`src/hdl/csc_pkg.sv`:
```
// Shared types, Q16 coefficients and helpers for the color space converter.
// No dependencies; compiled before every other file of the block.
`default_nettype none

package csc_pkg;

  typedef enum logic [2:0] {
    MODE_RGB2GRAY  = 3'd0,
    MODE_GRAY2RGB  = 3'd1,
    MODE_RGB2HSV   = 3'd2,
    MODE_RGB2HLS   = 3'd3,
    MODE_HSV2RGB   = 3'd4,
    MODE_HLS2RGB   = 3'd5,
    MODE_RGB2YCRCB = 3'd6,
    MODE_YCRCB2RGB = 3'd7
  } mode_t;

  typedef enum logic [2:0] {
    SEC_R_Y,
    SEC_Y_G,
    SEC_G_C,
    SEC_C_B,
    SEC_B_M,
    SEC_M_R,
    SEC_NONE
  } sector_t;

  localparam int DIV_QW = 24;
  localparam int DIV_NW = 29;
  localparam int DIV_DW = 8;

  localparam logic [15:0] K_R  = 16'd19595;
  localparam logic [15:0] K_G  = 16'd38470;
  localparam logic [15:0] K_B  = 16'd7471;
  localparam logic signed [16:0] KS_CR = 17'sd46727;
  localparam logic signed [16:0] KS_CB = 17'sd36962;
  localparam logic signed [31:0] KS_RCR = 32'sd91947;
  localparam logic signed [31:0] KS_GCR = 32'sd46793;
  localparam logic signed [31:0] KS_GCB = 32'sd22544;
  localparam logic signed [31:0] KS_BCB = 32'sd116195;
  localparam logic signed [39:0] C_OFFSET_Q16 = 40'sd8388608;

  localparam logic [7:0] HUE_RED  = 8'd0;
  localparam logic [7:0] HUE_GRN  = 8'd60;
  localparam logic [7:0] HUE_BLU  = 8'd120;
  localparam logic [7:0] HUE_WRAP = 8'd180;

  typedef struct packed {
    logic [DIV_DW-1:0] rem;
    logic [DIV_QW-1:0] acc;
    logic [DIV_DW-1:0] den;
  } lane_t;

  typedef struct packed {
    mode_t       mode;
    logic [7:0]  alpha;
    logic [7:0]  o0;
    logic [7:0]  o1;
    logic [7:0]  o2;
    logic [7:0]  hbase;
    logic        hneg;
    logic        zero;
    logic [7:0]  mx;
    logic [7:0]  lum;
    logic [23:0] cq;
    logic [23:0] mq;
    sector_t     sec;
  } side_t;

  typedef struct packed {
    lane_t main;
    lane_t hue;
    side_t side;
  } csc_work_t;

  // floor(q / 65536) clamped to 0..255
  function automatic logic [7:0] sat_q16(input logic signed [39:0] q);
    logic [7:0] res;
    if (q < 0) begin
      res = 8'd0;
    end else if (q[39:24] != 16'd0) begin
      res = 8'd255;
    end else begin
      res = q[23:16];
    end
    return res;
  endfunction

endpackage

`default_nettype wire

```
`src/hdl/csc_div.sv`:
```
// Pipelined restoring divider, one quotient bit per stage, two lanes
// (saturation or sector ramp, and hue). Depends on csc_pkg.
`default_nettype none

module csc_div import csc_pkg::*; (
  input  logic      clk,
  input  logic      rst_n,
  input  logic      up_valid,
  output logic      up_ready,
  input  csc_work_t up_data,
  output logic      dn_valid,
  input  logic      dn_ready,
  output csc_work_t dn_data
);

  function automatic lane_t div_step(input lane_t l);
    lane_t o;
    logic [DIV_DW:0] t;
    logic bit_q;
    t = {l.rem, l.acc[DIV_QW-1]};
    bit_q = (t >= {1'b0, l.den});
    o.den = l.den;
    o.rem = bit_q ? DIV_DW'(t - {1'b0, l.den}) : t[DIV_DW-1:0];
    o.acc = {l.acc[DIV_QW-2:0], bit_q};
    return o;
  endfunction

  logic      v_r   [DIV_QW];
  csc_work_t d_r   [DIV_QW];
  logic      src_v [DIV_QW];
  csc_work_t src_d [DIV_QW];
  logic      en    [DIV_QW+1];

  assign en[DIV_QW] = dn_ready;
  assign up_ready   = en[0];
  assign dn_valid   = v_r[DIV_QW-1];
  assign dn_data    = d_r[DIV_QW-1];

  for (genvar j = 0; j < DIV_QW; j++) begin : g_stage
    if (j == 0) begin : g_head
      assign src_v[j] = up_valid;
      assign src_d[j] = up_data;
    end else begin : g_body
      assign src_v[j] = v_r[j-1];
      assign src_d[j] = d_r[j-1];
    end
    assign en[j] = !v_r[j] || en[j+1];

    always_ff @(posedge clk) begin
      if (!rst_n) begin
        v_r[j] <= 1'b0;
      end else if (en[j]) begin
        v_r[j] <= src_v[j];
      end
    end

    always_ff @(posedge clk) begin
      if (en[j]) begin
        d_r[j].main <= div_step(src_d[j].main);
        d_r[j].hue  <= div_step(src_d[j].hue);
        d_r[j].side <= src_d[j].side;
      end
    end
  end

endmodule

`default_nettype wire

```
`config.mk`:
```
export PLATFORM = sky130hd
export DESIGN_NAME = csc_div
export DESIGN_NICKNAME = d
export VERILOG_FILES = /design/src/hdl/csc_pkg.sv /design/src/hdl/csc_div.sv
export SDC_FILE = /design/constraint.sdc
export NUM_CORES = 2
export LEC_CHECK = 0
export BUFFER_PORTS_ARGS = -buffer_cell sky130_fd_sc_hd__buf_2
export CORE_UTILIZATION = 45
export DETAILED_ROUTE_END_ITERATION = 7
export GPL_TIMING_DRIVEN = 0
export PLACE_DENSITY = 0.72
export REMOVE_ABC_BUFFERS = 1
export SLEW_MARGIN = 5
export SYNTH_ARGS = -nofsm -noshare
export SYNTH_HDL_FRONTEND = slang
export SYNTH_MEMORY_MAX_BITS = 65536
export SYNTH_SLANG_ARGS = --single-unit
```
`constraint.sdc`:
```
create_clock -name clk -period 46.2 [get_ports clk]
set_input_delay 6.93 -clock clk [delete_from_list [all_inputs] [get_ports clk]]
set_output_delay 6.93 -clock clk [all_outputs]
set_load 0.02 [all_outputs]
```
# After elaboration in Yosys (flattened, before gate mapping)
# Memory sizes are Yosys's and may differ from the RTL's.
# Cells that the tools add are included.
[word_totals]
n_memories = 2
ram_bits = 4632
wordCells = 339
out_inout_bits = 194
inputBits = 196
register_bits = 0
[op_classes]
addsub = 48
reduce_logical = 48
mux = 169
order_cmp = 48
bitwise_logic = 24
[memory_table]
columns = ["name", "depth", "width", "read_ports", "rd_ports_with_merged_regs", "wr", "line_no", "text"]
rows = [
  ["d_r", 24, 192, 24, 0, 24, "csc_div.sv:29", "csc_work_t d_r [DIV_QW];"],
  ["v_r", 24, 1, 24, 0, 24, "csc_div.sv:28", "logic v_r [DIV_QW];"],
]
[ops]
columns = ["op", "n"]
rows = [
  ["$ge A9 B8 Y1", 48],
  ["$mux W8", 48],
  ["$sub A8 B8 Y8", 48],
  ["$mux W1", 121],
  ["$logic_not A1 Y1", 24],
  ["$logic_or A1 B1 Y1", 24],
  ["$or A1 B1 Y1", 24],
]

# Longest topological paths before layout
# An unclocked memory read counts as a cell.
[depth]
ltp_word = 30
ltp_mapped = 9
mapped_depth_nobuf = 9

# Worst setup path after synthesis
# Ideal clock, no wire load.
[synth_timing]
kind = "input port to output port"
start = "input dn_ready"
end = "output up_ready"
slack_ns = 20.306
n_path_buf = 0
required_ns = 39.270
path_stages = 8
arrival_ns = 18.964
cell_sequence = "nor2b_4 > and3_1 > inv_2 > nor2_4 > and3_2 > inv_1 > nor2_2 > nand3_1"
[synth_rtl]
columns = ["element", "line_no", "text"]
rows = [
  ["start: declaration", "csc_div.sv:12", "input logic dn_ready,"],
  ["end: declaration", "csc_div.sv:9", "output logic up_ready,"],
]

==> results.json <==
{
  "pin_count_of_the_biggest_net_entering_global_routing": 106,
  "synth_mux_area_share_pct": 2.42,
  "multi_input_area_sq_um": 22100,
  "finish.net_count": 9455,
  "critPathRequiredTime_ns": 39.27,
  "switching_share_pct": 24.8,
  "via_count": 69600,
  "synth_fa_ha_area_share_pct": 3.51,
  "syn_to_final_growth_pct": 14.2,
  "hold_viol": 0,
  "period_minus_slack_ns": 18.66,
  "unrepaired_setup_endpoints_after_global_routing": "false",
  "clkSlewWorstSetupHoldPaths_ns": 0.06,
  "hold_ws_ns": 0.378,
  "setup.worst_path.end_class": "primary output",
  "finalWirelength_mm": 277,
  "detail_route.wl_per_cell_um": 19.8,
  "placeableCoreArea_sq_um": 363000,
  "drt-initial-drc-count": 4576,
  "report.final.slew_viol_count": 0,
  "power.sequential.fraction_pct": 50.6,
  "grt_use_total_pct": 14.9,
  "synth_top_family_by_area": "compound AO/OA/AOI/OAI gates",
  "yosys.cell_types.count": 51,
  "htree_num_levels": 5,
  "place_hpwl_mm": 169,
  "worstHoldStart": "d_r[1][811]",
  "cts_tree": "done",
  "path_max_fanout": 101,
  "cts_post_setup_buffers_inserted": 0,
  "internal-power_mw": 8.32,
  "effective_utilization_at_floorplan_pct": 45.3,
  "cts.repair.resized": 0,
  "ant_nets": 0,
  "die_width_um": 606,
  "die_area_sq_um": 368000,
  "numCtsBuffers": 450,
  "die_h_um": 606,
  "syn_area_sq_um": 164000,
  "worst-setup-path-type": "in2out",
  "netlist_top_cells_count": "edfxtp_1, inv_1, ha_1, nor2_1, mux2_2",
  "comb_power_share_pct": 16.6,
  "cts_root_buffer": "clkbuf_16",
  "outcome": "finished, final reports clean",
  "timing.slew.headroom_pct": 40.3,
  "number_of_global_route_vias_before_repair": 73200,
  "netlist_instances": 8111,
  "avgViaCountPerCell": 4.97,
  "power.switching_mw": 2.75,
  "cts_hold_buf": 0,
  "report.power.total_mw": 11.1,
  "synth-async-reset-ratio_pct": 0,
  "rows": 221,
  "synth.most_common_cell": "edfxtp_1",
  "rr_startpoint": "v_r[2][7]",
  "finalSetupViolations": 0,
  "synthSimpleGateAreaFrac_pct": 3.27,
  "fmaxAchievable_mhz": 53.6,
  "count_of_flip_flops_with_a_built_in_enable_after_synthesis": 4631,
  "regArea_sq_um": 139000,
  "layout.filler_cells": 27900,
  "clock-skew-final_ns": 0.0726,
  "critPathLaunchType": "input port",
  "grt_pass1_wl_mm": 424,
  "power.ir.vdd_worst_uv": 36.6,
  "timing.setup.tns_ns": 0,
  "power_per_unit_of_standard_cell_area_nw_per_um2": 58.9,
  "ys_top_cells_by_area": "edfxtp_1, ha_1, mux2_2",
  "clock_latency_ns": 0.98,
  "ys_seq_area_share_pct": 84.6,
  "post_route_cells_drive_above_1_share_pct": 16.2,
  "initial_antenna_violation_count": 11,
  "power.static_leakage_nw": 69.4,
  "ys_warn_count": 0,
  "cap_violations": 0,
  "netlist.area_leader.share_pct": 84.6,
  "synth.ff_latch_count": 4632,
  "io-pin-count": 390,
  "clock_power_share_pct": 32.8,
  "grt-ovfl-total": 0,
  "gp_routability_congestion": 0.847,
  "synth_ff_type": "edfxtp_1",
  "crit_path_start": "dn_ready",
  "drt_first_pass_iters": 5,
  "xor_xnor_cell_area_share_of_the_yosys_netlist_pct": 0.256,
  "synth_top_cell_by_area": "edfxtp_1",
  "worst-slew-pin-transition_ns": 0.896,
  "min-delay-path-class": "reg2reg",
  "buffer_ports.inserted": 389,
  "clock_tree.buffer_depth": 4,
  "remaining_drc_errors": 0,
  "final_min_period_over_clock_period_pct": 40.4,
  "avg_cell_area_syn_sq_um": 20.3,
  "synth-compound-area-share_pct": 3.88,
  "clkSinkCount": 4632,
  "arrival_time_at_the_worst_endpoint_ns": 11.73
}
==> logic make-up after synthesis <==
group                    after synthesis
XOR/XNOR                              48
flip-flops                          4632
multiplexers                         368
buffers and inverters                709
AND/OR/NAND/NOR                     1031
adder cells (fa/ha/maj)              432
AO/OA/AOI/OAI                        891
==> layout make-up <==
type / count / area share, %
Sequential cell: 4632 / 74.1
Multi-Input combinational cell: 2770 / 11.8
Clock buffer: 556 / 6.30
Tap cell: 4794 / 3.20
Timing Repair Buffer: 462 / 2.05
Clock inverter: 268 / 1.53
Inverter: 511 / 1.05
Antenna cell: 14 / 0.0187
==> registers in the layout (all words and copies together), names as in the netlist <==
signal  cells
d_r      4608
v_r        24
==> worst paths after layout <==
kind	end	slack (ns)	cells past startpoint
max reg2reg	d_r[0][1316]	40.63	12
min reg2reg	d_r[1][1003]	0.38	0
max	up_ready	27.54	13
min	d_r[1][1003]	0.38	0
==> layout by cell type, fill, tap and decap left out, types with 98 or more instances in the layout <==
cell type / count
edfxtp_1: 4631
inv_1: 503
clkbuf_16: 458
buf_2: 389
ha_1: 384
nor2_1: 348
mux2_2: 239
o21ai_0: 225
o21a_1: 143
mux2i_1: 129
nor2b_1: 117
a21oi_1: 117
a211oi_1: 116
nor3_1: 113
clkbuf_1: 98
==> power by group through the flow <==
stage | logic, mW | registers [mW] | clock network [mW]
finish | 1.84 | 5.60 | 3.62
global route | 2.03 | 5.66 | 3.88
CTS | 1.84 | 5.61 | 3.73
detailed placement | 1.82 | 5.69 | 0
global placement | 1.76 | 5.67 | 0
floorplan | 1.40 | 5.61 | 0
==> worst max-delay path, cell delays in order <==
cell,delay (ns)
buf_2,0.12
nor2b_4,0.25
and3_1,0.36
inv_8,0.18
buf_16,0.28
nor2_4,0.31
and3_2,0.45
inv_8,0.35
nor2_2,0.77
nand3_4,0.61
buf_16,0.43
buf_16,0.25
buf_2,0.21
==> stage by stage <==
| stage | setup WS (ns) | area (sq um) | utilization (%) | std cells |
|---|---|---|---|---|
| finish | 27.54 | 188000 | 51.7 | 14000 |
| global route | 27.22 | 188000 | 51.7 | 14000 |
| CTS | 27.45 | 188000 | 51.7 | 14000 |
| detailed placement | 27.47 | 173000 | 47.6 | 13200 |
| global placement | 12.25 | 171000 | 47.1 | 13100 |
| floorplan | 20.31 | 163000 | - | 7913 |
==> routing by layer <==
metal  GRT usage (%)  vias to the layer above  part of all wire (%)
met3            2.45                      510                   4.4
met1            18.8                    34500                    43
met4            5.09                        2                   3.4
met2            26.0                     1523                    50
met5               0                        -                0.0036
li1                -                    33100                     -
Power figures use the tool's default switching activity.
