### config.mk
export PLATFORM = sky130hd
export DESIGN_NAME = csc_back_flat
export DESIGN_NICKNAME = d
export VERILOG_FILES = /design/src/hdl/csc_pkg.sv /design/src/hdl/csc_ifs.sv /design/src/hdl/csc_back.sv /design/src/flat_wrapper.sv
export SDC_FILE = /design/constraint.sdc
export NUM_CORES = 1
export LEC_CHECK = 0
export BUFFER_PORTS_ARGS = -buffer_cell sky130_fd_sc_hd__buf_2
export CORE_MARGIN = 5
export CORE_UTILIZATION = 46
export DETAILED_ROUTE_END_ITERATION = 8
export HOLD_SLACK_MARGIN = 0.1
export PLACE_DENSITY = 0.83
export SLEW_MARGIN = 15
export SYNTH_ARGS = -nofsm -noshare
export SYNTH_HDL_FRONTEND = slang
export SYNTH_SLANG_ARGS = --single-unit
### constraint.sdc
create_clock -name clk -period 3.8 [get_ports clk]
set_clock_uncertainty 0.2 [all_clocks]
set_input_delay 0.57 -clock clk [delete_from_list [all_inputs] [get_ports clk]]
set_output_delay 0.57 -clock clk [all_outputs]
set_load 0.01 [all_outputs]
### src/hdl/csc_pkg.sv
// Shared types, Q16 coefficients and helpers for the color space converter.
// No dependencies; compiled before every other file of the block.
`default_nettype none

package csc_pkg;

  typedef enum logic [2:0] {
    MODE_RGB2GRAY  = 3'd0,
    MODE_GRAY2RGB  = 3'd1,
    MODE_RGB2HSV   = 3'd2,
    MODE_RGB2HLS   = 3'd3,
    MODE_HSV2RGB   = 3'd4,
    MODE_HLS2RGB   = 3'd5,
    MODE_RGB2YCRCB = 3'd6,
    MODE_YCRCB2RGB = 3'd7
  } mode_t;

  typedef enum logic [2:0] {
    SEC_R_Y,
    SEC_Y_G,
    SEC_G_C,
    SEC_C_B,
    SEC_B_M,
    SEC_M_R,
    SEC_NONE
  } sector_t;

  localparam int DIV_QW = 24;
  localparam int DIV_NW = 29;
  localparam int DIV_DW = 8;

  localparam logic [15:0] K_R  = 16'd19595;
  localparam logic [15:0] K_G  = 16'd38470;
  localparam logic [15:0] K_B  = 16'd7471;
  localparam logic signed [16:0] KS_CR = 17'sd46727;
  localparam logic signed [16:0] KS_CB = 17'sd36962;
  localparam logic signed [31:0] KS_RCR = 32'sd91947;
  localparam logic signed [31:0] KS_GCR = 32'sd46793;
  localparam logic signed [31:0] KS_GCB = 32'sd22544;
  localparam logic signed [31:0] KS_BCB = 32'sd116195;
  localparam logic signed [39:0] C_OFFSET_Q16 = 40'sd8388608;

  localparam logic [7:0] HUE_RED  = 8'd0;
  localparam logic [7:0] HUE_GRN  = 8'd60;
  localparam logic [7:0] HUE_BLU  = 8'd120;
  localparam logic [7:0] HUE_WRAP = 8'd180;

  typedef struct packed {
    logic [DIV_DW-1:0] rem;
    logic [DIV_QW-1:0] acc;
    logic [DIV_DW-1:0] den;
  } lane_t;

  typedef struct packed {
    mode_t       mode;
    logic [7:0]  alpha;
    logic [7:0]  o0;
    logic [7:0]  o1;
    logic [7:0]  o2;
    logic [7:0]  hbase;
    logic        hneg;
    logic        zero;
    logic [7:0]  mx;
    logic [7:0]  lum;
    logic [23:0] cq;
    logic [23:0] mq;
    sector_t     sec;
  } side_t;

  typedef struct packed {
    lane_t main;
    lane_t hue;
    side_t side;
  } csc_work_t;

  // floor(q / 65536) clamped to 0..255
  function automatic logic [7:0] sat_q16(input logic signed [39:0] q);
    logic [7:0] res;
    if (q < 0) begin
      res = 8'd0;
    end else if (q[39:24] != 16'd0) begin
      res = 8'd255;
    end else begin
      res = q[23:16];
    end
    return res;
  endfunction

endpackage

`default_nettype wire

### src/hdl/csc_ifs.sv
// Pixel request channels of the color space converter: input and result.
// Each carries valid, ready and the channel fields; no dependencies.
`default_nettype none


interface csc_out_if;
  logic       valid;
  logic       ready;
  logic [7:0] out_first;
  logic [7:0] out_second;
  logic [7:0] out_third;
  logic [7:0] out_alpha;
  modport source(output valid, out_first, out_second, out_third, out_alpha, input ready);
  modport sink(input valid, out_first, out_second, out_third, out_alpha, output ready);
endinterface

`default_nettype wire

### src/hdl/csc_back.sv
// Back end: hue, saturation and sector assembly into the output register; other modes pass their results through.
// Depends on csc_pkg and csc_out_if.
`default_nettype none

module csc_back import csc_pkg::*; (
  input  logic      clk,
  input  logic      rst_n,
  input  logic      up_valid,
  output logic      up_ready,
  input  csc_work_t up_data,
  csc_out_if.source dn
);

  logic en;
  logic v_r;
  logic [7:0] o0_r, o0_nxt, o1_r, o1_nxt, o2_r, o2_nxt, alpha_r;

  side_t sd;
  logic [4:0] hq;
  logic rem_nz;
  logic [7:0] hue, satv;
  logic [16:0] sq;
  logic [24:0] sprod;
  logic [23:0] xq, pr, pg, pb;

  function automatic logic [7:0] chan_sat(input logic [23:0] p, input logic [23:0] m);
    logic [24:0] s;
    s = {1'b0, p} + {1'b0, m};
    return s[24] ? 8'd255 : s[23:16];
  endfunction

  always_comb begin
    sd = up_data.side;
    hq = up_data.hue.acc[4:0];
    rem_nz = (up_data.hue.rem != '0);
    if (sd.zero) begin
      hue = 8'd0;
    end else if (sd.hneg) begin
      hue = sd.hbase - 8'(hq) - 8'(rem_nz);
    end else begin
      hue = sd.hbase + 8'(hq);
    end
    sq = up_data.main.acc[16:0];
    sprod = {sq, 8'b0} - {8'b0, sq};
    satv = sd.zero ? 8'd0 : sprod[23:16];
    xq = up_data.main.acc;
    pr = '0;
    pg = '0;
    pb = '0;
    unique case (sd.sec)
      SEC_R_Y: begin pr = sd.cq; pg = xq; end
      SEC_Y_G: begin pr = xq; pg = sd.cq; end
      SEC_G_C: begin pg = sd.cq; pb = xq; end
      SEC_C_B: begin pg = xq; pb = sd.cq; end
      SEC_B_M: begin pr = xq; pb = sd.cq; end
      SEC_M_R: begin pr = sd.cq; pb = xq; end
      default: begin end
    endcase
    unique case (sd.mode)
      MODE_RGB2HSV: begin
        o0_nxt = hue;
        o1_nxt = satv;
        o2_nxt = sd.mx;
      end
      MODE_RGB2HLS: begin
        o0_nxt = hue;
        o1_nxt = sd.lum;
        o2_nxt = satv;
      end
      MODE_HSV2RGB, MODE_HLS2RGB: begin
        o0_nxt = chan_sat(pr, sd.mq);
        o1_nxt = chan_sat(pg, sd.mq);
        o2_nxt = chan_sat(pb, sd.mq);
      end
      default: begin
        o0_nxt = sd.o0;
        o1_nxt = sd.o1;
        o2_nxt = sd.o2;
      end
    endcase
  end

  assign en = !v_r || dn.ready;
  assign up_ready = en;
  assign dn.valid = v_r;
  assign dn.out_first = o0_r;
  assign dn.out_second = o1_r;
  assign dn.out_third = o2_r;
  assign dn.out_alpha = alpha_r;

  always_ff @(posedge clk) begin
    if (!rst_n) begin
      v_r <= 1'b0;
    end else if (en) begin
      v_r <= up_valid;
    end
  end

  always_ff @(posedge clk) begin
    if (en) begin
      o0_r    <= o0_nxt;
      o1_r    <= o1_nxt;
      o2_r    <= o2_nxt;
      alpha_r <= sd.alpha;
    end
  end

endmodule

`default_nettype wire

### src/flat_wrapper.sv
// flat-port wrapper written by rule: the top's interface ports become plain ports
module csc_back_flat import csc_pkg::*;
  (clk, rst_n, up_valid, up_ready, up_data, dn_valid, dn_out_first, dn_out_second, dn_out_third, dn_out_alpha, dn_ready);
  csc_out_if dn_i ();
  input  logic clk;
  input  logic rst_n;
  input  logic up_valid;
  output logic up_ready;
  input  csc_work_t up_data;
  output wire logic [$bits(dn_i.valid)-1:0] dn_valid;
  output wire logic [$bits(dn_i.out_first)-1:0] dn_out_first;
  output wire logic [$bits(dn_i.out_second)-1:0] dn_out_second;
  output wire logic [$bits(dn_i.out_third)-1:0] dn_out_third;
  output wire logic [$bits(dn_i.out_alpha)-1:0] dn_out_alpha;
  input wire logic [$bits(dn_i.ready)-1:0] dn_ready;
  assign dn_valid = dn_i.valid;
  assign dn_out_first = dn_i.out_first;
  assign dn_out_second = dn_i.out_second;
  assign dn_out_third = dn_i.out_third;
  assign dn_out_alpha = dn_i.out_alpha;
  assign dn_i.ready = dn_ready;
  csc_back u_core (.clk(clk), .rst_n(rst_n), .up_valid(up_valid), .up_ready(up_ready), .up_data(up_data), .dn(dn_i));
endmodule
# Yosys cells after proc, flatten, opt, wreduce, memory -nomap -nowiden
# Cells that the tools add are included.
# word_totals
regBits	33
latchBits	0
ram_bits	0
rom_bits	0
in_bits	196
output_inout_bits	34
word_cells	45
n_memories	0
# op_classes
addsub	7
mul	0
n_div	0
n_lt_le_gt_ge	0
n_eq_ne	9
shifts	0
muxes	12
n_bitwise	0
reduce_logical	12
# op_table
cell	count
24-bit one-hot mux with 2 select lines	3
24-bit by 24-bit adder with 25-bit output	3
8-bit 2-to-1 mux	6
8-bit one-hot mux with 3 select lines	2
24-bit by 17-bit subtractor with 24-bit output	1
8-bit one-hot mux with 2 select lines	1
2-bit OR reduction	8
3-bit by 2-bit equality test with 1-bit output, second input constant	4
3-bit equality test, second input constant	4
8-bit by 5-bit adder with 8-bit output	1
8-bit nonzero test	1
8-bit by 1-bit subtractor with 8-bit output	1
8-bit by 5-bit subtractor with 8-bit output	1
3-bit by 1-bit equality test with 1-bit output, second input constant	1
3-bit logical NOT	1
1-bit logical NOT	1
1-bit logical OR	1

# Depth between registers and ports, before layout
# logic_depth
ltp_word	6
ltp_mapped	14
ltp_nobuf	13

# Worst setup path before layout
# OpenSTA, ideal clock, no wires.
# synth_timing
path_kind	input -> register
from	input port up_data[1] in the netlist's numbering
to	register u_core.o1_r[6], in the netlist u_core.dn.out_second[6] (data pin)
setup_time_ps	270
t_arrival_ps	3523
required_ps	3330
slack_ps	-194
path_stages	14
path_buffers	2
cell_sequence	buf_4 > xor2_1 > clkbuf_1 > nand2_1 > a21oi_1 > ha_1 > a21o_1 > a21o_1 > a2111oi_2 > o31a_2 > nand2_2 > o41a_1 > a2111oi_4 > o31ai_2
# synth_via
elab_chain_len	6
elab_cells_between_ends	10
cone_classes	add/sub: 1; eq/ne: 3; mux: 3; reduce/logical: 3
# synth_rtl
item	line_no	text
start: declaration	flat_wrapper.sv:9	input csc_work_t up_data;
3-bit by 2-bit equality test with 1-bit output (tied with other cells)	csc_back.sv:50	unique case (sd.sec)
2-bit OR reduction (no line)	-	
24-bit one-hot mux with 2 select lines *	csc_back.sv:50	
24-bit by 24-bit adder with 25-bit output *	csc_back.sv:28	s = {1'b0, p} + {1'b0, m};
8-bit 2-to-1 mux *	csc_back.sv:29	return s[24] ? 8'd255 : s[23:16];
8-bit one-hot mux with 3 select lines *	csc_back.sv:59	unique case (sd.mode)
via u_core.o1_nxt[6]	csc_back.sv:16	logic [7:0] o0_r, o0_nxt, o1_r, o1_nxt, o2_r, o2_nxt, alpha_r;
end signal: assignment	csc_back.sv:102	o1_r <= o1_nxt;
end: declaration	csc_back.sv:16	
# The timed path passes the listed nets; every way through them passes the cells marked *.
# A chain may end at the register's enable or synchronous reset.

# Worst setup path after layout
# layout_timing
from	input port up_data[0] in the netlist's numbering
to	register u_core.o2_r[6], in the netlist u_core.dn.out_third[6] (data pin)
# layout_via
elab_chain_len	6
elab_cells_between_ends	10
cone_classes	add/sub: 1; eq/ne: 4; mux: 3; reduce/logical: 2
# layout_rtl
item	line_no	text
3-bit by 2-bit equality test with 1-bit output / 3-bit equality test (equally long branches)	csc_back.sv:50	
2-bit OR reduction (no line)	-	
24-bit one-hot mux with 2 select lines *	csc_back.sv:50	
24-bit by 24-bit adder with 25-bit output *	csc_back.sv:28	
8-bit 2-to-1 mux *	csc_back.sv:29	
8-bit one-hot mux with 3 select lines *	csc_back.sv:59	
via u_core.o2_nxt[6]	csc_back.sv:16	
end signal: assignment	csc_back.sv:103	o2_r <= o2_nxt;
end: declaration	csc_back.sv:16	
# Marks and branches as above.

==> summary.md <==
| Metric | Value |
|---|---|
| Status | finished clean |
| Crit path cell chain | clkbuf_4, nand2b_4, o22ai_4, buf_4, a22o_1, ha_1, a21oi_1, a21boi_0, buf_4, or4b_4, o211ai_4, a31o_1, xor2_1, o21ai_0, a22oi_1 |
| PnR worst setup slack | 0.0576 ns |
| Synth top area share | 0.197 |
| Gr ovfl total | 0 |
| Die area | 15100 sq um |
| Reg2Reg Depth | 2 |
| PortBufs | 186 |
| Worst hold stages | 1 |
| Pre-CTS WS | -0.314 ns |
| RR Startpoint | u_core.dn.valid |
| Fillers | 1084 |
| Worst-path clk slew | 0.05 ns |
| Worst reg2reg path endpoint | u_core.dn.out_first[3] |
| Nets | 1253 |
| Max Slew Vio Count | 0 |
| Routed vias/inst | 5.99 |
| Yosys warnings | 0 |
| CTS Buf Count | 5 |
| Core box area | 12600 sq um |
| XOR/XNOR share of the synthesized area | 0.0492 |
| Cells after Synth | 724 |
| Post-synthesis cell type count | 77 |
| Achievable Freq | 267 MHz |
| CP startpoint kind | input port |
| RePlAce Congestion | 1.01 |
| Initial Util | 0.466 |
| Sink Count | 33 |
| Simple-gate share of the synthesized area | 0.169 |
| Most frequent cells in the layout | buf_2, ha_1, nand2_1 |
| Synthesized Nets | 1015 |
| Post-synth EDFFs | 32 |
| Design area | 7760 sq um |
| Top-Level Pins | 230 |
| Gr usage total | 0.258 |
| CP max FO | 8 |
| Yosys reg bits | 33 |
| Hold buffers post-CTS | 0 |
| Slew headroom | 0.470 |
| Max clock buf depth | 2 |
| CP max stage cell | or4b_4 |
| Post-synthesis sequential area ratio | 0.168 |
| Crit share post-route | 0.985 |
| Largest net degree at the start of global routing | 35 |
| Crit. End Element | register |
| H-tree levels | 2 |
| Layout cells sized above 1 | 0.312 |
| Antenna violations before repair | 6 |
| Clk Latency, worst-skew pair | 0.28 ns |
| Final Hold Vio Count | 0 |
| WP data required | 3.68 ns |
| Area of the mapped netlist | 5850 sq um |
| Final Setup Violations | 0 |
| Std cell rows | 41 |
| Post-synthesis adder-cell area fraction | 0.207 |
| Most common cell after layout, fill and taps aside | buf_2 |
| R2r setup slk | 2.50 ns |
| Avg Synthesized Cell Area | 8.08 sq um |
| Largest family of logic cells by synthesized area | compound AO/OA/AOI/OAI gates |
| Compound-Gate Fraction of Synth Area | 0.354 |
| WL/cell | 18.1 um |
| Final Power | 2.06 mW |
| PD cells | 265 nW/um^2 |
| Max Cap Viol | 0 |
| Placed inst area | 7460 sq um |
| Unrepaired setup endpoints after global routing | yes |
| Area growth from synthesis to layout | 32.7% |
| Min Hold Slack | 0.264 ns |
| Via count of the first global-routing pass | 6218 |
| Fin util | 0.618 |
| CP peak stage delay | 0.50 ns |
| Mux share of post-synthesis cell area | 0.00898 |
| Synth area leader | ha_1 |
| Leakage Power | 3.78 nW |
| Fin crit period | 3.74 ns |
| Detail Placement HPWL | 17.2 mm |
| Area contributors post-synth | ha_1, edfxtp_1, a22o_1 |
| Die W | 123 um |
| Crit path top cell by count | buf_4 |
| Die H | 123 um |
| Final WL | 20.6 mm |
| VDD IR max | 0.186 mV |
| First drt pass iteration count | 5 |
| Worst hold start | up_data[104] |
| Clock root buffer | clkbuf_16 |
| Ys flop type | edfxtp_1 |
| DR iter-0 viols | 744 |
| Worst Path Arrival | 3.62 ns |
| CTS tree | done |
| First-pass GRT wire length | 30.9 mm |
| # DRC | 0 |
| Hold Crit Class | input port to register |
| Slew @ Worst Pin | 0.793 ns |
| DR vias | 6819 |
| Synth async-reset ratio | 0 |
| Setup CP Type | input port to register |
| Min-Delay Endpoint | u_core.dn.out_alpha[3] |
| DRT antenna net count | 0 |
## worst max path at each step
stage,slack (ns),to,from,cells after the start
final,0.06,u_core.dn.out_third[6],up_data[0],15
after floorplan,-0.04,u_core.dn.out_second[6],up_data[0],14
after global routing,-0.08,u_core.dn.out_second[6],up_data[0],14
after CTS,0.007,u_core.dn.out_third[7],up_data[0],13
after global placement,-0.21,u_core.dn.out_third[7],up_data[0],13
after detailed placement,-0.31,u_core.dn.out_third[7],up_data[0],13
## synth_stat cells, drive strengths merged (8+ instances only)
cell type and number:
xor2 10, nand2 85, clkbuf 24, a22o 48, a21o 14, ha 92, nor3 8, a22oi 9
inv 38, edfxtp 32, nor2 39, nand3 10, nand4 9, a2111oi 9, o211ai 10, and3 9
nand2b 14, o21ai 49, a21oi 70, a211oi 13, xnor2 22
## critical path: cells and delay by family
kind | cells | cell delay [ns]
AO/OA/AOI/OAI | 8 | 1.36
XOR/XNOR | 1 | 0.18
adder cells (fa/ha/maj) | 1 | 0.29
buffers and inverters | 3 | 0.55
AND/OR/NAND/NOR | 2 | 0.67
## per-stage QoR
stage	setup TNS (ns)	instances
after floorplan	-0.0361	724
after global placement	-2.49	1125
after detailed placement	-3.18	1125
after CTS	0	1133
after global routing	-0.273	1138
final	0	1138
## where the power goes
| part | leakage [nW] | switching [mW] | internal (mW) |
|---|---|---|---|
| Combinational | 3.35 | 0.606 | 0.515 |
| Sequential | 0.345 | 0.00942 | 0.457 |
| Clock | 0.0841 | 0.146 | 0.327 |
## flip-flops by register name, indices dropped and copies added, names as in the netlist
name and flops:
u_core.dn.out_first 8, u_core.dn.out_third 8, u_core.dn.out_alpha 8, u_core.dn.valid 1, u_core.dn.out_second 8
## final cells by class
type / count / area (sq um) / area share
inverters: 38 / 143 / 0.0184
flip-flops and latches: 33 / 981 / 0.126
clock inverters: 1 / 30.0 / 0.00387
clock buffers: 7 / 143 / 0.0184
multi-input cells: 625 / 4740 / 0.610
diodes: 3 / 7.51 / 0.000967
repair buffers: 259 / 1510 / 0.194
well taps: 172 / 215 / 0.0277
## layer usage
layer	track usage	up-vias	routed length [um]	part of all wire
met3	0.0364	60	2310	0.11
met4	0.0987	6	595	0.029
met5	0	-	34	0.0017
li1	-	3268	-	-
met2	0.427	401	9450	0.46
met1	0.341	3084	8160	0.40
## cells by family after synthesis
group,count (synthesis)
simple gates,206
fa+ha+maj,95
buf+inv,66
xor+xnor,32
compound gates,287
flops,33
mux,5
## timing repair
item | CTS | global route
cloned | 0 | 0
setup endpoints to repair | 2 | 22
resized for setup | 2 | 21
pin swaps | 0 | 8
setup buffers | 0 | 2
Power figures use the tool's default switching activity.
