`config.mk`:
```
export PLATFORM = sky130hd
export DESIGN_NAME = csc_front_flat
export DESIGN_NICKNAME = d
export VERILOG_FILES = /design/src/hdl/csc_pkg.sv /design/src/hdl/csc_ifs.sv /design/src/hdl/csc_front.sv /design/src/flat_wrapper.sv
export SDC_FILE = /design/constraint.sdc
export NUM_CORES = 2
export LEC_CHECK = 0
export BUFFER_PORTS_ARGS = -buffer_cell sky130_fd_sc_hd__buf_2
export CAP_MARGIN = 20
export CORE_MARGIN = 5
export CORE_UTILIZATION = 55
export DETAILED_ROUTE_END_ITERATION = 7
export MAX_ROUTING_LAYER = met4
export PLACE_DENSITY = 0.81
export SETUP_SLACK_MARGIN = 0.15
export SLEW_MARGIN = 0
export SYNTH_ARGS = -nofsm -noshare
export SYNTH_HDL_FRONTEND = slang
export SYNTH_SLANG_ARGS = --single-unit
```
`constraint.sdc`:
```
create_clock -name clk -period 15.6 [get_ports clk]
set_clock_uncertainty 0.05 [all_clocks]
set_input_delay 2.34 -clock clk [delete_from_list [all_inputs] [get_ports clk]]
set_output_delay 2.34 -clock clk [all_outputs]
set_load 0.02 [all_outputs]
```
`src/hdl/csc_pkg.sv`:
```
// Shared types, Q16 coefficients and helpers for the color space converter.
// No dependencies; compiled before every other file of the block.
`default_nettype none

package csc_pkg;

  typedef enum logic [2:0] {
    MODE_RGB2GRAY  = 3'd0,
    MODE_GRAY2RGB  = 3'd1,
    MODE_RGB2HSV   = 3'd2,
    MODE_RGB2HLS   = 3'd3,
    MODE_HSV2RGB   = 3'd4,
    MODE_HLS2RGB   = 3'd5,
    MODE_RGB2YCRCB = 3'd6,
    MODE_YCRCB2RGB = 3'd7
  } mode_t;

  typedef enum logic [2:0] {
    SEC_R_Y,
    SEC_Y_G,
    SEC_G_C,
    SEC_C_B,
    SEC_B_M,
    SEC_M_R,
    SEC_NONE
  } sector_t;

  localparam int DIV_QW = 24;
  localparam int DIV_NW = 29;
  localparam int DIV_DW = 8;

  localparam logic [15:0] K_R  = 16'd19595;
  localparam logic [15:0] K_G  = 16'd38470;
  localparam logic [15:0] K_B  = 16'd7471;
  localparam logic signed [16:0] KS_CR = 17'sd46727;
  localparam logic signed [16:0] KS_CB = 17'sd36962;
  localparam logic signed [31:0] KS_RCR = 32'sd91947;
  localparam logic signed [31:0] KS_GCR = 32'sd46793;
  localparam logic signed [31:0] KS_GCB = 32'sd22544;
  localparam logic signed [31:0] KS_BCB = 32'sd116195;
  localparam logic signed [39:0] C_OFFSET_Q16 = 40'sd8388608;

  localparam logic [7:0] HUE_RED  = 8'd0;
  localparam logic [7:0] HUE_GRN  = 8'd60;
  localparam logic [7:0] HUE_BLU  = 8'd120;
  localparam logic [7:0] HUE_WRAP = 8'd180;

  typedef struct packed {
    logic [DIV_DW-1:0] rem;
    logic [DIV_QW-1:0] acc;
    logic [DIV_DW-1:0] den;
  } lane_t;

  typedef struct packed {
    mode_t       mode;
    logic [7:0]  alpha;
    logic [7:0]  o0;
    logic [7:0]  o1;
    logic [7:0]  o2;
    logic [7:0]  hbase;
    logic        hneg;
    logic        zero;
    logic [7:0]  mx;
    logic [7:0]  lum;
    logic [23:0] cq;
    logic [23:0] mq;
    sector_t     sec;
  } side_t;

  typedef struct packed {
    lane_t main;
    lane_t hue;
    side_t side;
  } csc_work_t;

  // floor(q / 65536) clamped to 0..255
  function automatic logic [7:0] sat_q16(input logic signed [39:0] q);
    logic [7:0] res;
    if (q < 0) begin
      res = 8'd0;
    end else if (q[39:24] != 16'd0) begin
      res = 8'd255;
    end else begin
      res = q[23:16];
    end
    return res;
  endfunction

endpackage

`default_nettype wire

```
`src/hdl/csc_ifs.sv`:
```
// Pixel request channels of the color space converter: input and result.
// Each carries valid, ready and the channel fields; no dependencies.
`default_nettype none

interface csc_in_if;
  logic       valid;
  logic       ready;
  logic [7:0] in_first;
  logic [7:0] in_second;
  logic [7:0] in_third;
  logic [7:0] in_alpha;
  modport source(output valid, in_first, in_second, in_third, in_alpha, input ready);
  modport sink(input valid, in_first, in_second, in_third, in_alpha, output ready);
endinterface


`default_nettype wire

```
`src/hdl/csc_front.sv`:
```
// Front end: four pipeline stages of max/min, products, divide by 255 and
// divider setup. Depends on csc_pkg and csc_in_if.
`default_nettype none

module csc_front import csc_pkg::*; (
  input  logic      clk,
  input  logic      rst_n,
  input  mode_t     cfg_mode,
  csc_in_if.sink    up,
  output logic      dn_valid,
  input  logic      dn_ready,
  output csc_work_t dn_data
);

  logic en1, en2, en3, en4;

  // stage 1
  logic [7:0] a, b, c;
  logic red_max, grn_max;
  logic [7:0] mx, mn, hn, hbase, fm;
  logic hneg;
  sector_t sec;
  logic [4:0] k;
  logic [8:0] t2;
  logic [7:0] span;
  logic [15:0] prod;
  logic [23:0] yq;
  logic signed [31:0] ybase, p_rcr, p_gcr, p_gcb, p_bcb;
  logic signed [8:0] dcr, dcb;

  logic s1_v_r;
  mode_t s1_mode_r;
  logic [7:0] s1_a_r, s1_b_r, s1_c_r, s1_alpha_r, s1_mx_r, s1_mn_r, s1_hn_r, s1_hbase_r;
  logic s1_hneg_r;
  sector_t s1_sec_r;
  logic [4:0] s1_k_r;
  logic [15:0] s1_p_r;
  logic [23:0] s1_yq_r;
  logic signed [31:0] s1_y0_r, s1_y1_r, s1_y2_r;

  assign a = up.in_first;
  assign b = up.in_second;
  assign c = up.in_third;

  always_comb begin
    red_max = (a >= b) && (a >= c);
    grn_max = !red_max && (b >= c);
    mx = red_max ? a : (grn_max ? b : c);
    mn = a;
    if (b < mn) begin
      mn = b;
    end
    if (c < mn) begin
      mn = c;
    end
    priority if (red_max) begin
      hbase = (b >= c) ? HUE_RED : HUE_WRAP;
      hneg  = (b < c);
      hn    = (b >= c) ? b - c : c - b;
    end else if (grn_max) begin
      hbase = HUE_GRN;
      hneg  = (c < a);
      hn    = (c >= a) ? c - a : a - c;
    end else begin
      hbase = HUE_BLU;
      hneg  = (a < b);
      hn    = (a >= b) ? a - b : b - a;
    end
    priority if (a < 8'd30) begin
      sec = SEC_R_Y;
    end else if (a < 8'd60) begin
      sec = SEC_Y_G;
    end else if (a < 8'd90) begin
      sec = SEC_G_C;
    end else if (a < 8'd120) begin
      sec = SEC_C_B;
    end else if (a < 8'd150) begin
      sec = SEC_B_M;
    end else if (a < 8'd180) begin
      sec = SEC_M_R;
    end else begin
      sec = SEC_NONE;
    end
    unique case (sec)
      SEC_R_Y, SEC_Y_G: fm = a;
      SEC_G_C, SEC_C_B: fm = a - 8'd60;
      SEC_B_M, SEC_M_R: fm = a - 8'd120;
      default:          fm = 8'd0;
    endcase
    k = (fm >= 8'd30) ? 5'(8'd60 - fm) : fm[4:0];
    t2 = {b, 1'b0};
    span = (t2 >= 9'd255) ? 8'(9'd510 - t2) : t2[7:0];
    prod = (cfg_mode == MODE_HSV2RGB) ? 16'(b) * 16'(c) : 16'(span) * 16'(c);
    yq = 24'(K_R) * 24'(a) + 24'(K_G) * 24'(b) + 24'(K_B) * 24'(c);
    ybase = $signed({8'b0, a, 16'b0});
    dcr = $signed({1'b0, b}) - 9'sd128;
    dcb = $signed({1'b0, c}) - 9'sd128;
    p_rcr = 32'(dcr) * KS_RCR;
    p_gcr = 32'(dcr) * KS_GCR;
    p_gcb = 32'(dcb) * KS_GCB;
    p_bcb = 32'(dcb) * KS_BCB;
  end

  // stage 2
  logic [16:0] psum;
  logic [8:0] est;
  logic [16:0] m255;
  logic signed [17:0] rem;
  logic [7:0] qa, qb, dd, den_sat, lum, d0, d1, d2;
  logic [8:0] mmsum;
  logic signed [25:0] dr, db;
  logic signed [42:0] pcr, pcb;

  logic s2_v_r;
  mode_t s2_mode_r;
  logic [7:0] s2_b_r, s2_c_r, s2_alpha_r, s2_mx_r, s2_hn_r, s2_hbase_r;
  logic s2_hneg_r;
  sector_t s2_sec_r;
  logic [4:0] s2_k_r;
  logic [7:0] s2_qa_r, s2_qb_r, s2_d_r, s2_den_r, s2_lum_r, s2_o0_r, s2_o1_r, s2_o2_r;
  logic signed [42:0] s2_pcr_r, s2_pcb_r;

  always_comb begin
    psum = 17'(s1_p_r) + 17'(s1_p_r[15:8]) + 17'd1;
    est  = psum[16:8];
    m255 = 17'({est, 8'b0}) - 17'(est);
    rem  = $signed({2'b0, s1_p_r}) - $signed({1'b0, m255});
    priority if (rem >= 18'sd255) begin
      qa = 8'(est + 9'd1);
      qb = 8'(rem - 18'sd255);
    end else if (rem < 18'sd0) begin
      qa = 8'(est - 9'd1);
      qb = 8'(rem + 18'sd255);
    end else begin
      qa = est[7:0];
      qb = rem[7:0];
    end
    dd = s1_mx_r - s1_mn_r;
    mmsum = {1'b0, s1_mx_r} + {1'b0, s1_mn_r};
    lum = mmsum[8:1];
    if (s1_mode_r == MODE_RGB2HSV) begin
      den_sat = s1_mx_r;
    end else begin
      den_sat = (mmsum < 9'd255) ? mmsum[7:0] : 8'(9'd510 - mmsum);
    end
    unique case (s1_mode_r)
      MODE_RGB2GRAY, MODE_RGB2YCRCB: begin
        d0 = s1_yq_r[23:16];
        d1 = 8'd0;
        d2 = 8'd0;
      end
      MODE_GRAY2RGB: begin
        d0 = s1_a_r;
        d1 = s1_a_r;
        d2 = s1_a_r;
      end
      MODE_YCRCB2RGB: begin
        d0 = sat_q16(40'(s1_y0_r));
        d1 = sat_q16(40'(s1_y1_r));
        d2 = sat_q16(40'(s1_y2_r));
      end
      default: begin
        d0 = 8'd0;
        d1 = 8'd0;
        d2 = 8'd0;
      end
    endcase
    dr = $signed({2'b0, s1_a_r, 16'b0}) - $signed({2'b0, s1_yq_r});
    db = $signed({2'b0, s1_c_r, 16'b0}) - $signed({2'b0, s1_yq_r});
    pcr = dr * KS_CR;
    pcb = db * KS_CB;
  end

  // stage 3
  logic [23:0] cq, mq;
  logic [7:0] e1, e2;
  logic signed [42:0] fcr, fcb;

  logic s3_v_r;
  mode_t s3_mode_r;
  logic [7:0] s3_alpha_r, s3_mx_r, s3_hn_r, s3_hbase_r, s3_d_r, s3_den_r, s3_lum_r;
  logic [7:0] s3_o0_r, s3_o1_r, s3_o2_r;
  logic s3_hneg_r;
  sector_t s3_sec_r;
  logic [4:0] s3_k_r;
  logic [23:0] s3_cq_r, s3_mq_r;

  always_comb begin
    cq = {s2_qa_r, s2_qb_r, s2_qb_r};
    if (s2_mode_r == MODE_HSV2RGB) begin
      mq = {s2_c_r, 16'b0} - cq;
    end else begin
      mq = {s2_b_r, 16'b0} - {1'b0, cq[23:1]};
    end
    fcr = s2_pcr_r >>> 16;
    fcb = s2_pcb_r >>> 16;
    if (s2_mode_r == MODE_RGB2YCRCB) begin
      e1 = sat_q16(40'(fcr) + C_OFFSET_Q16);
      e2 = sat_q16(40'(fcb) + C_OFFSET_Q16);
    end else begin
      e1 = s2_o1_r;
      e2 = s2_o2_r;
    end
  end

  // stage 4: divider setup
  logic [DIV_NW-1:0] xnum, mnum;
  logic [DIV_DW-1:0] mden;
  logic [DIV_QW-1:0] hnum;
  csc_work_t work;

  logic s4_v_r;
  csc_work_t s4_r;

  always_comb begin
    xnum = DIV_NW'(s3_cq_r) * DIV_NW'(s3_k_r);
    if (s3_mode_r == MODE_HSV2RGB || s3_mode_r == MODE_HLS2RGB) begin
      mnum = xnum;
      mden = DIV_DW'(30);
    end else begin
      mnum = DIV_NW'({s3_d_r, 16'b0});
      mden = s3_den_r;
    end
    hnum = DIV_QW'(s3_hn_r) * DIV_QW'(30);
    work.main.rem = DIV_DW'(mnum[DIV_NW-1:DIV_QW]);
    work.main.acc = mnum[DIV_QW-1:0];
    work.main.den = mden;
    work.hue.rem = '0;
    work.hue.acc = hnum;
    work.hue.den = s3_d_r;
    work.side.mode = s3_mode_r;
    work.side.alpha = s3_alpha_r;
    work.side.o0 = s3_o0_r;
    work.side.o1 = s3_o1_r;
    work.side.o2 = s3_o2_r;
    work.side.hbase = s3_hbase_r;
    work.side.hneg = s3_hneg_r;
    work.side.zero = (s3_d_r == 8'd0);
    work.side.mx = s3_mx_r;
    work.side.lum = s3_lum_r;
    work.side.cq = s3_cq_r;
    work.side.mq = s3_mq_r;
    work.side.sec = s3_sec_r;
  end

  assign en4 = !s4_v_r || dn_ready;
  assign en3 = !s3_v_r || en4;
  assign en2 = !s2_v_r || en3;
  assign en1 = !s1_v_r || en2;
  assign up.ready = en1;
  assign dn_valid = s4_v_r;
  assign dn_data = s4_r;

  always_ff @(posedge clk) begin
    if (!rst_n) begin
      s1_v_r <= 1'b0;
      s2_v_r <= 1'b0;
      s3_v_r <= 1'b0;
      s4_v_r <= 1'b0;
    end else begin
      if (en1) begin
        s1_v_r <= up.valid;
      end
      if (en2) begin
        s2_v_r <= s1_v_r;
      end
      if (en3) begin
        s3_v_r <= s2_v_r;
      end
      if (en4) begin
        s4_v_r <= s3_v_r;
      end
    end
  end

  always_ff @(posedge clk) begin
    if (en1) begin
      s1_mode_r  <= cfg_mode;
      s1_a_r     <= a;
      s1_b_r     <= b;
      s1_c_r     <= c;
      s1_alpha_r <= up.in_alpha;
      s1_mx_r    <= mx;
      s1_mn_r    <= mn;
      s1_hn_r    <= hn;
      s1_hbase_r <= hbase;
      s1_hneg_r  <= hneg;
      s1_sec_r   <= sec;
      s1_k_r     <= k;
      s1_p_r     <= prod;
      s1_yq_r    <= yq;
      s1_y0_r    <= ybase + p_rcr;
      s1_y1_r    <= ybase - p_gcr - p_gcb;
      s1_y2_r    <= ybase + p_bcb;
    end
    if (en2) begin
      s2_mode_r  <= s1_mode_r;
      s2_b_r     <= s1_b_r;
      s2_c_r     <= s1_c_r;
      s2_alpha_r <= s1_alpha_r;
      s2_mx_r    <= s1_mx_r;
      s2_hn_r    <= s1_hn_r;
      s2_hbase_r <= s1_hbase_r;
      s2_hneg_r  <= s1_hneg_r;
      s2_sec_r   <= s1_sec_r;
      s2_k_r     <= s1_k_r;
      s2_qa_r    <= qa;
      s2_qb_r    <= qb;
      s2_d_r     <= dd;
      s2_den_r   <= den_sat;
      s2_lum_r   <= lum;
      s2_o0_r    <= d0;
      s2_o1_r    <= d1;
      s2_o2_r    <= d2;
      s2_pcr_r   <= pcr;
      s2_pcb_r   <= pcb;
    end
    if (en3) begin
      s3_mode_r  <= s2_mode_r;
      s3_alpha_r <= s2_alpha_r;
      s3_mx_r    <= s2_mx_r;
      s3_hn_r    <= s2_hn_r;
      s3_hbase_r <= s2_hbase_r;
      s3_hneg_r  <= s2_hneg_r;
      s3_sec_r   <= s2_sec_r;
      s3_k_r     <= s2_k_r;
      s3_d_r     <= s2_d_r;
      s3_den_r   <= s2_den_r;
      s3_lum_r   <= s2_lum_r;
      s3_o0_r    <= s2_o0_r;
      s3_o1_r    <= e1;
      s3_o2_r    <= e2;
      s3_cq_r    <= cq;
      s3_mq_r    <= mq;
    end
    if (en4) begin
      s4_r <= work;
    end
  end

endmodule

`default_nettype wire

```
`src/flat_wrapper.sv`:
```
// flat-port wrapper written by rule: the top's interface ports become plain ports
module csc_front_flat import csc_pkg::*;
  (clk, rst_n, cfg_mode, dn_valid, dn_ready, dn_data, up_valid, up_in_first, up_in_second, up_in_third, up_in_alpha, up_ready);
  csc_in_if up_i ();
  input  logic clk;
  input  logic rst_n;
  input  mode_t cfg_mode;
  output logic dn_valid;
  input  logic dn_ready;
  output csc_work_t dn_data;
  input wire logic [$bits(up_i.valid)-1:0] up_valid;
  input wire logic [$bits(up_i.in_first)-1:0] up_in_first;
  input wire logic [$bits(up_i.in_second)-1:0] up_in_second;
  input wire logic [$bits(up_i.in_third)-1:0] up_in_third;
  input wire logic [$bits(up_i.in_alpha)-1:0] up_in_alpha;
  output wire logic [$bits(up_i.ready)-1:0] up_ready;
  assign up_i.valid = up_valid;
  assign up_i.in_first = up_in_first;
  assign up_i.in_second = up_in_second;
  assign up_i.in_third = up_in_third;
  assign up_i.in_alpha = up_in_alpha;
  assign up_ready = up_i.ready;
  csc_front u_core (.clk(clk), .rst_n(rst_n), .cfg_mode(cfg_mode), .up(up_i), .dn_valid(dn_valid), .dn_ready(dn_ready), .dn_data(dn_data));
endmodule
```
Yosys cells after proc, flatten, opt, wreduce, memory -nomap -nowiden
Cells that the tools add are included.
{"block": "word_totals", "input_bits": 39, "output_inout_bits": 194, "ff_bits": 734, "word_cells": 234}
{"block": "classes", "n_eq_ne": 14, "multipliers": 13, "n_addsub": 35, "n_lt_le_gt_ge": 25, "n_mux": 47, "n_reduce_logical": 24}
{"operator": "$mux 8", "count": 30}
{"operator": "$lt 32x1->1 const B", "count": 3}
{"operator": "$lt 40x1->1 const B", "count": 2}
{"operator": "$reduce_bool 16->1", "count": 5}
{"operator": "$add 25x32->32", "count": 2}
{"operator": "$add 27x25->28 const B", "count": 2}
{"operator": "$sub 8x8->8", "count": 7}
{"operator": "$mul 9x18->27 const B", "count": 2}
{"operator": "$sub 24x24->25", "count": 2}
{"operator": "$mux 24", "count": 2}
{"operator": "$pmux 8 s3", "count": 2}
{"operator": "$mul 15x8->23 const A", "count": 2}
{"operator": "$mul 25x17->42 const B", "count": 1}
{"operator": "$mul 25x16->41 const B", "count": 1}
{"operator": "$lt 8x8->1", "count": 5}
{"operator": "$ge 8x8->1", "count": 4}
{"operator": "$mul 8x8->16", "count": 2}
{"operator": "$pmux 8 s2", "count": 2}
{"operator": "$sub 25x32->32", "count": 1}
{"operator": "$sub 32x32->32", "count": 1}
{"operator": "$mul 24x5->29", "count": 1}
{"operator": "$eq 3x3->1 const B", "count": 9}
{"operator": "$mul 9x17->26 const B", "count": 1}
{"operator": "$add 23x24->24", "count": 1}
{"operator": "41 further kinds", "count": 68}

Logic depth before layout (Yosys ltp)
{"block": "depth", "depth_word": 12, "ltp_mapped": 32, "depth_no_buf": 32}

Worst setup path before layout
Ideal clock, no wire load.
{"block": "synth_path", "kind": "input -> register", "startpoint": "input port up_in_second[4]", "endpoint": "register u_core.s1_yq_r[22] (data pin)", "setup_ns": 0.258, "slack_ns": 6.353, "t_arrival_ns": 8.939, "cell_stages": 29, "t_required_ns": 15.292, "n_path_buf": 0, "path_cell_list": "ha_1 > inv_1 > fa_1 > fa_1 > inv_1 > ha_1 > and3b_1 > o21a_1 > o21ai_0 > a21oi_1 > o21ai_0 > inv_1 > o21ai_0 > nand2b_1 > xor2_1 > fa_1 > fa_1 > inv_1 > fa_1 > fa_1 > inv_1 > ha_1 > nor4_1 > a21oi_1 > a211oi_1 > o21ai_0 > a31o_2 > a21oi_1 > xnor2_1"}
{"block": "synth_between", "elab_chain_len": 3}
{"element": "from (decl)", "line_no": "flat_wrapper.sv:13", "rtl": "input wire logic [$bits(up_i.in_second)-1:0] up_in_second;"}
{"element": "$mul 15x8->23", "line_no": "csc_front.sv:94", "rtl": "yq = 24'(K_R) * 24'(a) + 24'(K_G) * 24'(b) + 24'(K_B) * 24'(c);"}
{"element": "$add 23x24->24", "line_no": "csc_front.sv:94"}
{"element": "$add 24x21->24", "line_no": "csc_front.sv:94"}
{"element": "net u_core.yq[22]", "line_no": "csc_front.sv:27", "rtl": "logic [23:0] yq;"}
{"element": "to (signal assigned)", "line_no": "csc_front.sv:291", "rtl": "s1_yq_r <= yq;"}
{"element": "to (decl)", "line_no": "csc_front.sv:38", "rtl": "logic [23:0] s1_yq_r;"}
The timed path passes the listed nets, and every way through them passes these cells.
A chain may end at the register's enable or synchronous reset.

Worst setup path in the final report
{"block": "layout_path", "startpoint": "input port up_in_second[5]", "endpoint": "register u_core.s1_yq_r[22] (data pin)"}
The elaborated chain is that of the path after synthesis.

==> impl_metrics.ini <==
[clocking]
cts_num_sinks = 593
cts_tree = yes
worst_skew_pair.late_latency_ns = 0.65
cts_setup_buffers = 0
cts_buffers = 59
clk_path_buf_depth = 3
h-tree-depth = 2
cts_resized = 0
clkTransAtPathRegs_ns = 0.07
ctsRootBufferMaster = clkbuf_16
postCtsHoldBufs = 0

[global_route]
grt_max_degree = 86
grt_pass1_vias = 43600
grt_overflow_total = 0
antenna_found_initial = 8
grt_first_pass_wirelength_um = 242000
grt_use_total_pct = 26.3

[placement]
portBuffers = 207
detailed_place_hpwl_um = 123000
gp_congestion = 0.990
dp.cells = 7470

[synthesis]
avgSynthCellArea_um2 = 10.7
syn_area_mm2 = 0.0622
netlist_instances = 5805
ys.flop_type = edfxtp_1
synth_seq_cells = 593
yosys.area.top_type_share_pct = 28.4
synth.area.top_cells = edfxtp_1 28%, ha_1 22%, fa_1 20%
ys_warn_count = 0
synth-seq-area-share_pct = 28.6
synth_edf_count = 589
ys_async_sr_fraction_pct = 0
yosys.cell_types.count = 98
yosys.area.top_type = edfxtp_1

[detailed_routing]
drcViolationCount = 0
drtIter0Drc = 3378
firstDrtPassIters = 6
vias = 42800
avgViaCountPerCell = 5.65
post_drt_wl_per_cell_um = 20.3
drt-total-wl_um = 154000
ant_nets = 0

[critical_path]
slowest_stage = buf_2
worstSetupStartpoint = up_in_second[5]
r2r_cells = 28
path_depth = 30
rr_endpoint = u_core.s2_pcr_r[39]
path_buf_inv = 6
arrival_ns = 10.36
critPathRequiredTime_ns = 15.93
critPathMaxFanout = 24
start_kind = input pin
r2r_slack_ns = 6.32
slowest_delay_ns = 0.56
rr_startpoint = u_core.s1_yq_r[0]
path_delay_family = adder cells
crit_path_frequent_cell = fa_1
critical_path_class = input pin to flop
end_kind = flop

[timing]
slew_headroom_pct = 28.1
fin_tns_setup_ns = 0
post-route-period-util_pct = 64.4
max_freq_mhz = 99.6
tightest_slew_ns = 1.08
grt_setup_unrepaired = false
slew_violations = 0
hold_viol = 0
setup_viol = 0
period_minus_slack_ns = 10.04

[die]
coreArea_mm2 = 0.112
ioPinCount = 233
core.rowCount = 123
start_util_pct = 55.4
die_y_um = 346
die_x_um = 346
die-area_mm2 = 0.120

[final_layout]
final_common_cell = inv_1
areaGrowthSynthToFinish_pct = 7.85
nets = 7749
final_cell_mix = 1102 x inv_1, 1069 x ha_1, 609 x fa_1, 589 x edfxtp_1, 318 x nor2_1
drive_above_1_share_pct = 7.02
final_cells = 7585

[run_status]
status = finished, final reports clean

[worst_hold_path]
hold_depth = 0
worstHoldEndpoint = u_core.s2_k_r[0]
hold_class = flop to flop
min_from = u_core.s1_k_r[0]

[flow_run]
drv_cap = 0
layout make-up:
type                       count  area, um2
inverter                    1114       4190
clock buffer                  68       1510
antenna                        5       12.5
tap                         1500       1880
fill                        9038      45300
sequential                   593      17800
multi-input combinational   4003      39800
clock inverter                41        505
timing repair buffer         261       1460
registers in the layout (all words and copies together), names as in the netlist, 10 cells and up:
signal,cells
u_core.s2_pcr_r,10
u_core.s1_y0_r,16
u_core.s3_mq_r,24
u_core.s1_y1_r,17
u_core.s1_yq_r,24
u_core.dn_data,158
u_core.s1_y2_r,17
u_core.s1_p_r,16
u_core.s2_pcb_r,10
u_core.s3_cq_r,16
per-layer routing:
| metal | up-vias | wire length, um | global-route usage (%) |
|---|---|---|---|
| met4 | 0 | 4950 | 7.13 |
| met1 | 21100 | 64100 | 35.3 |
| met3 | 299 | 12000 | 3.42 |
| met2 | 1579 | 72900 | 42.6 |
| li1 | 19900 | - | - |
| met5 | - | 0 | - |
worst reg2reg max path, delay by kind of cell (launching register included):
kind	cells	cell delay [ns]
fa+ha+maj	8	3.65
buf+inv	3	0.27
flops	1	0.65
compound gates	4	0.80
xor+xnor	2	0.89
simple gates	11	2.72
worst max-delay path by stage:
stage,slack (ns),endpoint
2_1_floorplan,6.35,u_core.s1_yq_r[22]
3_3_place_gp,5.24,u_core.s1_yq_r[22]
3_5_place_dp,5.07,u_core.s1_yq_r[22]
4_1_cts,5.73,u_core.s1_yq_r[22]
5_1_grt,5.06,u_core.s1_yq_r[22]
6_report,5.56,u_core.s1_yq_r[22]
cells in the mapped netlist, types with 14 or more instances:
| cell type | instances |
|---|---|
| inv_1 | 1104 |
| ha_1 | 1069 |
| fa_1 | 609 |
| edfxtp_1 | 589 |
| nor2_1 | 318 |
| nand2_1 | 301 |
| a21oi_1 | 245 |
| xnor2_1 | 218 |
| o21ai_0 | 176 |
| xor2_1 | 113 |
| and2_1 | 91 |
| a21o_1 | 79 |
| nand3_1 | 67 |
| clkbuf_1 | 66 |
| mux2i_1 | 54 |
| nor3_1 | 50 |
| o21a_1 | 48 |
| nor2b_1 | 43 |
| nand2b_1 | 40 |
| a31oi_1 | 38 |
| buf_4 | 34 |
| o21bai_1 | 34 |
| o31ai_1 | 33 |
| and3_1 | 26 |
| a211oi_1 | 24 |
| nand4_1 | 22 |
| or2_2 | 22 |
| nor4_1 | 19 |
| or3_1 | 17 |
| o211ai_1 | 14 |
per-stage QoR:
step	setup WS, ns	hold WS [ns]	util (%)	cell area [um2]
after global routing	5.06	0.351	59.7	67100
after detailed placement	5.07	0.355	57.9	65000
final	5.56	0.350	59.7	67100
after CTS	5.73	0.348	59.7	67000
after global placement	5.24	0.350	57.9	65000
after floorplan	6.35	0.350	-	62300
logic make-up after synthesis:
| kind of cell | synth area share, % |
|---|---|
| muxes | 1.09 |
| and+or+nand+nor | 8.27 |
| DFF | 28.6 |
| adders and majority gates | 41.1 |
| xor gates and xnor gates | 4.69 |
| other | 0.00603 |
| buffers and inverters | 7.70 |
| AOI/OAI and AO/OA | 8.57 |
Power is left out: the tool's default activity adds up to more than one toggle a clock period on the data nets, which glitch-free logic cannot reach.
